--- config.mk ---
export PLATFORM = sky130hd
export DESIGN_NAME = stable_priority_queue_top
export DESIGN_NICKNAME = d
export VERILOG_FILES = /design/src/rtl/spq_pkg.sv /design/src/rtl/spq_cell.sv /design/src/rtl/stable_priority_queue_top.sv
export SDC_FILE = /design/constraint.sdc
export NUM_CORES = 1
export LEC_CHECK = 0
export BUFFER_PORTS_ARGS = -buffer_cell sky130_fd_sc_hd__buf_2
export CAP_MARGIN = 25
export CORE_ASPECT_RATIO = 1.25
export CORE_MARGIN = 8
export CORE_UTILIZATION = 60
export DETAILED_ROUTE_END_ITERATION = 8
export HOLD_SLACK_MARGIN = 0.03
export PLACE_DENSITY_LB_ADDON = 0.15
export SLEW_MARGIN = 10
export SYNTH_ARGS = -nofsm -noshare
export SYNTH_HDL_FRONTEND = slang
export SYNTH_SLANG_ARGS = --single-unit
--- constraint.sdc ---
create_clock -name clk -period 6.85 [get_ports clk]
set_input_delay 1.0275 -clock clk [delete_from_list [all_inputs] [get_ports clk]]
set_output_delay 1.0275 -clock clk [all_outputs]
set_load 0.1 [all_outputs]
--- src/rtl/spq_pkg.sv ---
// Shared types and codes for the stable priority queue.
package spq_pkg;

    localparam int IdW   = 8;
    localparam int PrioW = 8;
    localparam int StW   = 2;

    localparam logic OP_INSERT = 1'b0;
    localparam logic OP_POP    = 1'b1;

    localparam logic [StW-1:0] ST_INSERTED = 2'd0;
    localparam logic [StW-1:0] ST_FULL     = 2'd1;
    localparam logic [StW-1:0] ST_POPPED   = 2'd2;
    localparam logic [StW-1:0] ST_EMPTY    = 2'd3;

    typedef struct packed {
        logic             valid;
        logic [IdW-1:0]   id;
        logic [PrioW-1:0] prio;
    } spq_entry_t;

    typedef struct packed {
        logic             ins;
        logic             pop;
        logic [IdW-1:0]   id;
        logic [PrioW-1:0] prio;
    } spq_ctrl_t;

endpackage

--- src/rtl/spq_cell.sv ---
// One queue slot: holds an entry, shifts toward the tail on insert, toward the head on pop.
module spq_cell (
    input  logic               clk,
    input  logic               rst_n,
    input  spq_pkg::spq_ctrl_t ctrl,
    input  spq_pkg::spq_entry_t left,
    input  logic               left_after,
    input  spq_pkg::spq_entry_t right,
    output spq_pkg::spq_entry_t cur,
    output logic               after
);
    import spq_pkg::*;

    logic             valid_reg, valid_next;
    logic [IdW-1:0]   id_reg, id_next;
    logic [PrioW-1:0] prio_reg, prio_next;

    // new entry belongs behind this slot
    assign after = valid_reg && (prio_reg >= ctrl.prio);

    always_comb
    begin
        valid_next = valid_reg;
        id_next    = id_reg;
        prio_next  = prio_reg;
        if (ctrl.pop)
        begin
            valid_next = right.valid;
            id_next    = right.id;
            prio_next  = right.prio;
        end
        else if (ctrl.ins && !after)
        begin
            if (left_after)
            begin
                valid_next = 1'b1;
                id_next    = ctrl.id;
                prio_next  = ctrl.prio;
            end
            else
            begin
                valid_next = left.valid;
                id_next    = left.id;
                prio_next  = left.prio;
            end
        end
    end

    always_ff @(posedge clk or negedge rst_n)
    begin
        if (!rst_n)
            valid_reg <= 1'b0;
        else
            valid_reg <= valid_next;
    end

    always_ff @(posedge clk)
    begin
        id_reg   <= id_next;
        prio_reg <= prio_next;
    end

    assign cur = '{valid: valid_reg, id: id_reg, prio: prio_reg};

endmodule

--- src/rtl/stable_priority_queue_top.sv ---
// Top level of the stable priority queue: cell chain, count and result register.
//
//  channel | handshake          | beat fields
//  --------+--------------------+----------------------------------------------
//  in      | in_valid, in_stall | operation, task_id, task_prio
//  out     | out_valid,out_stall| status, out_id, out_priority, occupancy
//
// One beat per cycle while in_stall is low: every cell compares and shifts in the same
// cycle, so the cell chain sets the rate at one item per clock.
// Result appears in the cycle after the input beat, held in the output register.
// in_stall is high while a result waits and out_stall is high.
// Reset clears all cell valid bits and the count; queue starts empty.
module stable_priority_queue_top #(
    parameter int DEPTH = 16
) (
    input  logic                             clk,
    input  logic                             rst_n,
    input  logic                             in_valid,
    output logic                             in_stall,
    input  logic                             operation,
    input  logic [spq_pkg::IdW-1:0]          task_id,
    input  logic [spq_pkg::PrioW-1:0]        task_prio,
    output logic                             out_valid,
    input  logic                             out_stall,
    output logic [spq_pkg::StW-1:0]          status,
    output logic [spq_pkg::IdW-1:0]          out_id,
    output logic [spq_pkg::PrioW-1:0]        out_priority,
    output logic [$clog2(DEPTH+1)-1:0]       occupancy
);
    import spq_pkg::*;

    localparam int CntW = $clog2(DEPTH + 1);
    localparam logic [CntW-1:0] FullCnt = CntW'(DEPTH);

    spq_entry_t cells [DEPTH];
    logic       afters [DEPTH];
    spq_ctrl_t  ctrl;

    logic            accept;
    logic            full;
    logic            empty;
    logic [CntW-1:0] count_reg, count_next;
    logic            out_valid_reg, out_valid_next;
    logic [StW-1:0]  status_reg, status_next;
    logic [IdW-1:0]  out_id_reg, out_id_next;
    logic [PrioW-1:0] out_prio_reg, out_prio_next;
    logic [CntW-1:0] occ_reg;

    assign in_stall = out_valid_reg && out_stall;
    assign accept   = in_valid && !in_stall;
    assign full     = (count_reg == FullCnt);
    assign empty    = (count_reg == '0);

    assign ctrl.ins  = accept && (operation == OP_INSERT) && !full;
    assign ctrl.pop  = accept && (operation == OP_POP) && !empty;
    assign ctrl.id   = task_id;
    assign ctrl.prio = task_prio;

    genvar g;
    generate
        for (g = 0; g < DEPTH; g++)
        begin : g_cell
            spq_entry_t left_e;
            spq_entry_t right_e;
            logic       left_a;
            if (g == 0)
            begin : g_head
                assign left_e = '0;
                assign left_a = 1'b1;
            end
            else
            begin : g_mid
                assign left_e = cells[g-1];
                assign left_a = afters[g-1];
            end
            if (g == DEPTH - 1)
            begin : g_tail
                assign right_e = '0;
            end
            else
            begin : g_body
                assign right_e = cells[g+1];
            end
            spq_cell u_cell (
                .clk        (clk),
                .rst_n      (rst_n),
                .ctrl       (ctrl),
                .left       (left_e),
                .left_after (left_a),
                .right      (right_e),
                .cur        (cells[g]),
                .after      (afters[g])
            );
        end
    endgenerate

    always_comb
    begin
        count_next    = count_reg;
        status_next   = status_reg;
        out_id_next   = out_id_reg;
        out_prio_next = out_prio_reg;
        out_valid_next = out_valid_reg && out_stall;
        if (accept)
        begin
            out_valid_next = 1'b1;
            out_id_next    = '0;
            out_prio_next  = '0;
            if (operation == OP_INSERT)
            begin
                if (full)
                    status_next = ST_FULL;
                else
                begin
                    status_next = ST_INSERTED;
                    count_next  = count_reg + CntW'(1);
                end
            end
            else
            begin
                if (empty)
                    status_next = ST_EMPTY;
                else
                begin
                    status_next   = ST_POPPED;
                    out_id_next   = cells[0].id;
                    out_prio_next = cells[0].prio;
                    count_next    = count_reg - CntW'(1);
                end
            end
        end
    end

    always_ff @(posedge clk or negedge rst_n)
    begin
        if (!rst_n)
        begin
            count_reg     <= '0;
            out_valid_reg <= 1'b0;
        end
        else
        begin
            count_reg     <= count_next;
            out_valid_reg <= out_valid_next;
        end
    end

    always_ff @(posedge clk)
    begin
        status_reg   <= status_next;
        out_id_reg   <= out_id_next;
        out_prio_reg <= out_prio_next;
        if (accept)
            occ_reg <= count_next;
    end

    assign out_valid    = out_valid_reg;
    assign status       = status_reg;
    assign out_id       = out_id_reg;
    assign out_priority = out_prio_reg;
    assign occupancy    = occ_reg;

endmodule

# Yosys cells after proc, flatten, opt, wreduce, memory -nomap -nowiden
# Index checks and enable logic that the tools add are counted.
[classes]
addsub = 2
reduce_logical = 75
n_eq_ne = 1
bitwise_logic = 1
order_cmp = 16
mux = 145
[ops]
columns = ["op", "n"]
rows = [
  ["two-way mux 8 bit", 90],
  ["greater-or-equal comparator 8 bit", 16],
  ["two-way mux 1 bit", 50],
  ["logical AND 1 bit", 38],
  ["nonzero test 2 bit", 16],
  ["two-way mux 5 bit", 4],
  ["zero test 1 bit", 19],
  ["adder 5 x 1 -> 5 bit (second input constant)", 1],
  ["== test 5 bit (second input constant)", 1],
  ["zero test 5 bit", 1],
  ["subtractor 5 x 1 -> 5 bit (second input constant)", 1],
  ["two-way mux 2 bit", 1],
  ["OR reduction 2 bit", 1],
  ["inverter 1 bit", 1],
]
[word_totals]
ff_bits = 301
out_inout_bits = 25
elab_cells = 294
in_bits = 21

# Logic depth before layout (Yosys ltp)
[logic_depth]
ltp_word = 8
depth_mapped = 12

# Modules after synthesis
# A second synthesis with hierarchy kept.
[hier_totals]
cells_unflattened = 1790
area_unflattened_um2 = 19053.3
[modules_own_cells]
columns = ["mod", "instances", "seq_area_each_um2", "area_each_um2", "cells_per_inst"]
rows = [
  ["spq_cell (g_cell[0].u_cell ...)", 12, 505.5, 1113.6, 106],
  ["spq_cell (g_cell[6].u_cell ...)", 4, 505.5, 1098.6, 106],
  ["stable_priority_queue_top", 1, 840.8, 1296.2, 94],
]

# Worst setup path after synthesis
# Ideal clock, no wire load.
[synth_path]
kind = "input to register"
startpoint = "input port task_prio[5] (netlist bit)"
endpoint = "register g_cell[0].u_cell.id_reg[0] (enable)"
setup_time_ns = 0.411
setup_slack_ns = 2.912
arrival_ns = 3.527
path_buffers = 0
path_stages = 7
cell_sequence = "inv_1 ha_1 a211oi_1 a2bb2oi_1 o21ai_0 o21a_1 o21ai_0"
[synth_via]
elab_chain_cells = 5
[synth_rtl]
columns = ["element", "line_no", "rtl"]
rows = [
  ["start: declaration", "stable_priority_queue_top.sv:22", "input logic [spq_pkg::PrioW-1:0] task_prio,"],
  ["greater-or-equal comparator 8 bit", "spq_cell.sv:19", "assign after = valid_reg && (prio_reg >= ctrl.prio);"],
  ["logical AND 1 bit", "spq_cell.sv:19", ""],
  ["zero test 1 bit", "spq_cell.sv:32", "else if (ctrl.ins && !after)"],
  ["logical AND 1 bit", "spq_cell.sv:32", ""],
  ["nonzero test 2 bit (no source line)", "--", ""],
  ["end signal: assignment", "spq_cell.sv:59", "id_reg <= id_next;"],
  ["end: declaration", "spq_cell.sv:15", "logic [IdW-1:0] id_reg, id_next;"],
]
# Every way passes these cells.
# A chain may end at the register's enable or synchronous reset.

# Final worst setup path
[layout_path]
startpoint = "register count_reg[0]"
endpoint = "register g_cell[12].u_cell.prio_reg[5] (enable)"
[layout_via]
elab_chain_cells = 5
word_cells_on_any_way = 8
cone_classes = "eq/ne: 1; reduce/logical: 7"
[layout_rtl]
columns = ["element", "line_no", "rtl"]
rows = [
  ["start: declaration", "stable_priority_queue_top.sv:42", "logic [CntW-1:0] count_reg, count_next;"],
  ["start signal: assignment", "stable_priority_queue_top.sv:143", "count_reg <= count_next;"],
  ["== test 5 bit", "stable_priority_queue_top.sv:51", "assign full = (count_reg == FullCnt);"],
  ["zero test 1 bit", "stable_priority_queue_top.sv:54", "assign ctrl.ins = accept && (operation == OP_INSERT) && !full;"],
  ["logical AND 1 bit", "stable_priority_queue_top.sv:54", ""],
  ["logical AND 1 bit", "spq_cell.sv:32", ""],
  ["nonzero test 2 bit (no source line) *", "--", ""],
  ["end signal: assignment", "spq_cell.sv:60", "prio_reg <= prio_next;"],
  ["end: declaration", "spq_cell.sv:16", "logic [PrioW-1:0] prio_reg, prio_next;"],
]
# Every way passes the cells marked *; elsewhere a longest branch is shown, timed or not.

==> flow_summary.html <==
<table>
<tr><th>Metric</th><th>Value</th></tr>
<tr><th colspan="2">Critical path</th></tr>
<tr><td>Arrival time of the worst setup path</td><td>4.22 ns</td></tr>
<tr><td>Capturing element type of the critical path</td><td>flop</td></tr>
<tr><td>Critical Path RT</td><td>between 6 and 7 ns</td></tr>
<tr><td>Critical path fanouts, max</td><td>around 150</td></tr>
<tr><td>CP Launch Type</td><td>flop</td></tr>
<tr><td>R2R Path Start</td><td>count_reg[0]</td></tr>
<tr><td>Count of cells along the worst register-to-register path</td><td>8</td></tr>
<tr><td>Crit Path Class</td><td>flop to flop</td></tr>
<tr><td>Register-to-register setup slack</td><td>around 2.8 ns</td></tr>
<tr><td>Reg-to-Reg End</td><td>g_cell[12].u_cell.prio_reg[5]</td></tr>
<tr><th colspan="2">Synthesis</th></tr>
<tr><td>Average cell area after synthesis</td><td>~11 um^2</td></tr>
<tr><td>Cell types with the largest area share after synthesis</td><td>sky130_fd_sc_hd__edfxtp_1, sky130_fd_sc_hd__ha_1, sky130_fd_sc_hd__nand2_1</td></tr>
<tr><td>Cell type with the largest total area after synthesis</td><td>sky130_fd_sc_hd__edfxtp_1</td></tr>
<tr><td>Sequential cell area fraction in the yosys report</td><td>0.4911</td></tr>
<tr><td>EDFF count, synth</td><td>between 200 and 300</td></tr>
<tr><td>Synth top area share</td><td>0.4423</td></tr>
<tr><td>Most instantiated flip-flop cell in the synthesis netlist</td><td>sky130_fd_sc_hd__edfxtp_1</td></tr>
<tr><td>Post-synthesis cell count</td><td>around 1700</td></tr>
<tr><td>Most frequently used cell type in the post-synthesis netlist</td><td>sky130_fd_sc_hd__nand2_1</td></tr>
<tr><td>Share of synthesized flip-flops with an asynchronous set or reset</td><td>0.07309</td></tr>
<tr><td>Post-synthesis sequential element count</td><td>301</td></tr>
<tr><td>Count of different cell masters after synthesis</td><td>57</td></tr>
<tr><td>Netlist Area Pre-Place</td><td>between 0.015 and 0.02 mm^2</td></tr>
<tr><td>Top post-synthesis cells by count</td><td>sky130_fd_sc_hd__nand2_1, sky130_fd_sc_hd__edfxtp_1, sky130_fd_sc_hd__o21ai_0, sky130_fd_sc_hd__ha_1, sky130_fd_sc_hd__nand3_1</td></tr>
<tr><td>Syn Nets</td><td>approximately 1800</td></tr>
<tr><td>Synthesis warning total</td><td>0</td></tr>
<tr><th colspan="2">Drt</th></tr>
<tr><td>DRC violations left</td><td>0</td></tr>
<tr><td>DR WL/cell</td><td>around 23 um</td></tr>
<tr><td>Via-per-instance ratio</td><td>around 6.7</td></tr>
<tr><td>Iteration-0 DRC count of the detailed router</td><td>between 1500 and 2000</td></tr>
<tr><td>Routed wire length</td><td>48960 um</td></tr>
<tr><td>Number of detailed-route iterations in the first pass</td><td>6</td></tr>
<tr><td>Vias</td><td>between 10000 and 15000</td></tr>
<tr><td>Remaining antenna violation count after routing</td><td>0</td></tr>
<tr><th colspan="2">Power and ir drop</th></tr>
<tr><td>Total power per unit cell area</td><td>about 330 mW/mm^2</td></tr>
<tr><td>Peak supply drop</td><td>225.2 uV</td></tr>
<tr><td>P_leak</td><td>between 7 and 8 nW</td></tr>
<tr><th colspan="2">Global route</th></tr>
<tr><td>Via count of the first global-routing pass</td><td>between 10000 and 15000</td></tr>
<tr><td>GR Overflow Total</td><td>0</td></tr>
<tr><td>Global-route wire length before repair</td><td>76960 um</td></tr>
<tr><td>Maximum number of pins on one net before global-route repair</td><td>189</td></tr>
<tr><td>Antenna violations before repair</td><td>1</td></tr>
<tr><td>Global-route total usage across every layer</td><td>0.2727</td></tr>
<tr><th colspan="2">Placement</th></tr>
<tr><td>Half-perimeter wire length of the detailed placement result</td><td>around 33000 um</td></tr>
<tr><td>Routability-driven placement congestion ratio</td><td>a little under 0.9</td></tr>
<tr><td>Count of buffers from port buffering</td><td>45</td></tr>
<tr><td>DP Cell Count</td><td>roughly 2000</td></tr>
<tr><th colspan="2">Outcome</th></tr>
<tr><td>Status</td><td>completed</td></tr>
<tr><th colspan="2">Clocking</th></tr>
<tr><td># hold bufs at CTS</td><td>0</td></tr>
<tr><td>Number of buffers created by CTS</td><td>31</td></tr>
<tr><td>CTS clock-pin slew for the worst setup and hold paths</td><td>about 0.070 ns</td></tr>
<tr><td>Number of resized instances in the post-cts repair step</td><td>0</td></tr>
<tr><td>Number of post-CTS setup repair buffers</td><td>0</td></tr>
<tr><td>Clock insertion delay at the later pin of the skew report</td><td>between 0.5 and 0.6 ns</td></tr>
<tr><td>CTS tree</td><td>built</td></tr>
<tr><td>Number of sinks driven by the clock tree</td><td>301</td></tr>
<tr><td>Maximum root-to-sink buffer count</td><td>3</td></tr>
<tr><td>Number of levels in the clock H-tree</td><td>1</td></tr>
<tr><td>Cell chosen for the clock root</td><td>sky130_fd_sc_hd__clkbuf_16</td></tr>
<tr><th colspan="2">Floorplanning</th></tr>
<tr><td>Floorplan row count</td><td>70</td></tr>
<tr><td>DIE WIDTH</td><td>~170 um</td></tr>
<tr><td>Effective utilization at floorplan</td><td>0.6104</td></tr>
<tr><td>Total Die Area</td><td>0.03557 mm^2</td></tr>
<tr><td>Placeable Area</td><td>approximately 0.029 mm^2</td></tr>
<tr><td>I/O pin count</td><td>46</td></tr>
<tr><td>Die H</td><td>roughly 210 um</td></tr>
<tr><th colspan="2">Timing</th></tr>
<tr><td>Setup violation total in the final timing report</td><td>0</td></tr>
<tr><td>Tightest slew margin relative to the limit</td><td>0.2844</td></tr>
<tr><td>RSZ-0062 raised after global routing</td><td>false</td></tr>
<tr><td>Slew @ Worst Pin</td><td>~1.1 ns</td></tr>
<tr><td>Number of endpoints with negative hold slack in the final report</td><td>0</td></tr>
<tr><td>Pins over their slew limit</td><td>0</td></tr>
<tr><td>Final sum of negative setup slack</td><td>0 ns</td></tr>
<tr><td>Highest achievable clock rate</td><td>around 240 MHz</td></tr>
<tr><td>Max Clock Skew</td><td>around 0.020 ns</td></tr>
<tr><td>Period utilization</td><td>0.5984</td></tr>
<tr><td>Time the final worst path needs with I/O delays and setup</td><td>slightly above 4 ns</td></tr>
<tr><th colspan="2">Finish</th></tr>
<tr><td>Final net count</td><td>around 1800</td></tr>
<tr><td>Area delta synth-&gt;final</td><td>7.632%</td></tr>
<tr><td>Final Non-Filler Cells</td><td>between 2000 and 2500</td></tr>
<tr><td>Share of cells above drive strength 1</td><td>0.08886</td></tr>
<tr><th colspan="2">Flow run</th></tr>
<tr><td>Number of max-cap violations</td><td>0</td></tr>
<tr><th colspan="2">Worst hold path</th></tr>
<tr><td>Type of the worst min-delay path</td><td>input port to async pin</td></tr>
</table>
==> layout by cell type (no fill, tap or decap), drive strengths merged, types with 2 or more instances in the layout <==
master   instances
nand2          305
edfxtp         263
o21ai          172
ha             130
nand3          129
o211ai         108
mux2i          107
buf             70
clkbuf          51
a21oi           50
nand2b          29
inv             28
dfrtp           22
a211oi          19
and3            18
and2            16
dfxtp           16
o221a           16
and4            14
a2111o          13
a32oi           13
o221ai          13
a31oi           11
a22o            10
a32o             9
nand3b           8
nor3             6
nor2             4
a22oi            4
a31o             4
clkinv           4
o21a             2
o31a             2
bufinv           2
a2bb2oi          2
==> cell type report <==
cell class	count	area [um^2]
Fill cell	2370	10040
Sequential cell	301	8768
Multi-Input combinational cell	1232	8423
Clock buffer	51	890.9
Tap cell	396	495.5
Timing Repair Buffer	70	437.9
Inverter	27	101.3
Clock inverter	7	97.59
Antenna cell	1	2.502
==> power by group <==
part | leakage, nW | total, mW | switching, mW | internal [mW]
Combinational | 4.28 | 1.80 | 1.12 | 0.680
Sequential | 2.91 | 2.83 | 0.323 | 2.51
Clock | 0.479 | 1.68 | 0.716 | 0.960
==> logic make-up after synthesis <==
group,synth area share
AND/OR/NAND/NOR,0.1384
XOR/XNOR,0.0004906
buffers and inverters,0.03889
adder cells (fa/ha/maj),0.09110
multiplexers,0.05999
AO/OA/AOI/OAI,0.1800
flip-flops,0.4911
==> routing by layer <==
metal,part of all wire,GRT usage,vias up
met5,0,0,-
met4,0.039,0.1185,0
met3,0.079,0.03621,121
met2,0.47,0.4337,745
met1,0.41,0.3680,6736
li1,-,-,6395
==> stage by stage <==
stage | utilization | hold slack, ns | instance area [um^2] | total power, mW | setup WS [ns]
finish | 0.6569 | 0.4860 | 19220 | 6.306 | 2.751
global placement | 0.6231 | 0.5104 | 18230 | 4.550 | 2.271
floorplan | - | 0.4948 | 17850 | 4.103 | 2.912
CTS | 0.6568 | 0.4725 | 19210 | 6.289 | 2.794
global route | 0.6569 | 0.5005 | 19220 | 6.611 | 2.587
detailed placement | 0.6231 | 0.5166 | 18230 | 4.629 | 2.214
==> worst max-delay path by stage <==
stage	from	cells after the start	slack [ns]	to
after floorplan	task_prio[5]	7	2.91	g_cell[0].u_cell.id_reg[0]
after global placement	task_prio[7]	9	2.27	g_cell[9].u_cell.id_reg[2]
after detailed placement	task_prio[7]	9	2.21	g_cell[9].u_cell.id_reg[5]
after CTS	count_reg[0]	8	2.79	g_cell[2].u_cell.prio_reg[1]
after global routing	count_reg[1]	8	2.59	g_cell[4].u_cell.prio_reg[3]
final	count_reg[0]	8	2.75	g_cell[12].u_cell.prio_reg[5]
==> worst max-delay path: stages, from the launching register on <==
cell                      delay (ns)
sky130_fd_sc_hd__dfrtp_1        0.41
sky130_fd_sc_hd__inv_1          0.13
sky130_fd_sc_hd__ha_1           0.21
sky130_fd_sc_hd__or4b_1         0.44
sky130_fd_sc_hd__buf_4          0.21
sky130_fd_sc_hd__and2_1         0.50
sky130_fd_sc_hd__nand2_8        0.38
sky130_fd_sc_hd__buf_12         0.51
sky130_fd_sc_hd__nand2_1        0.70
Note: power is estimated with default switching activity, not from simulation.
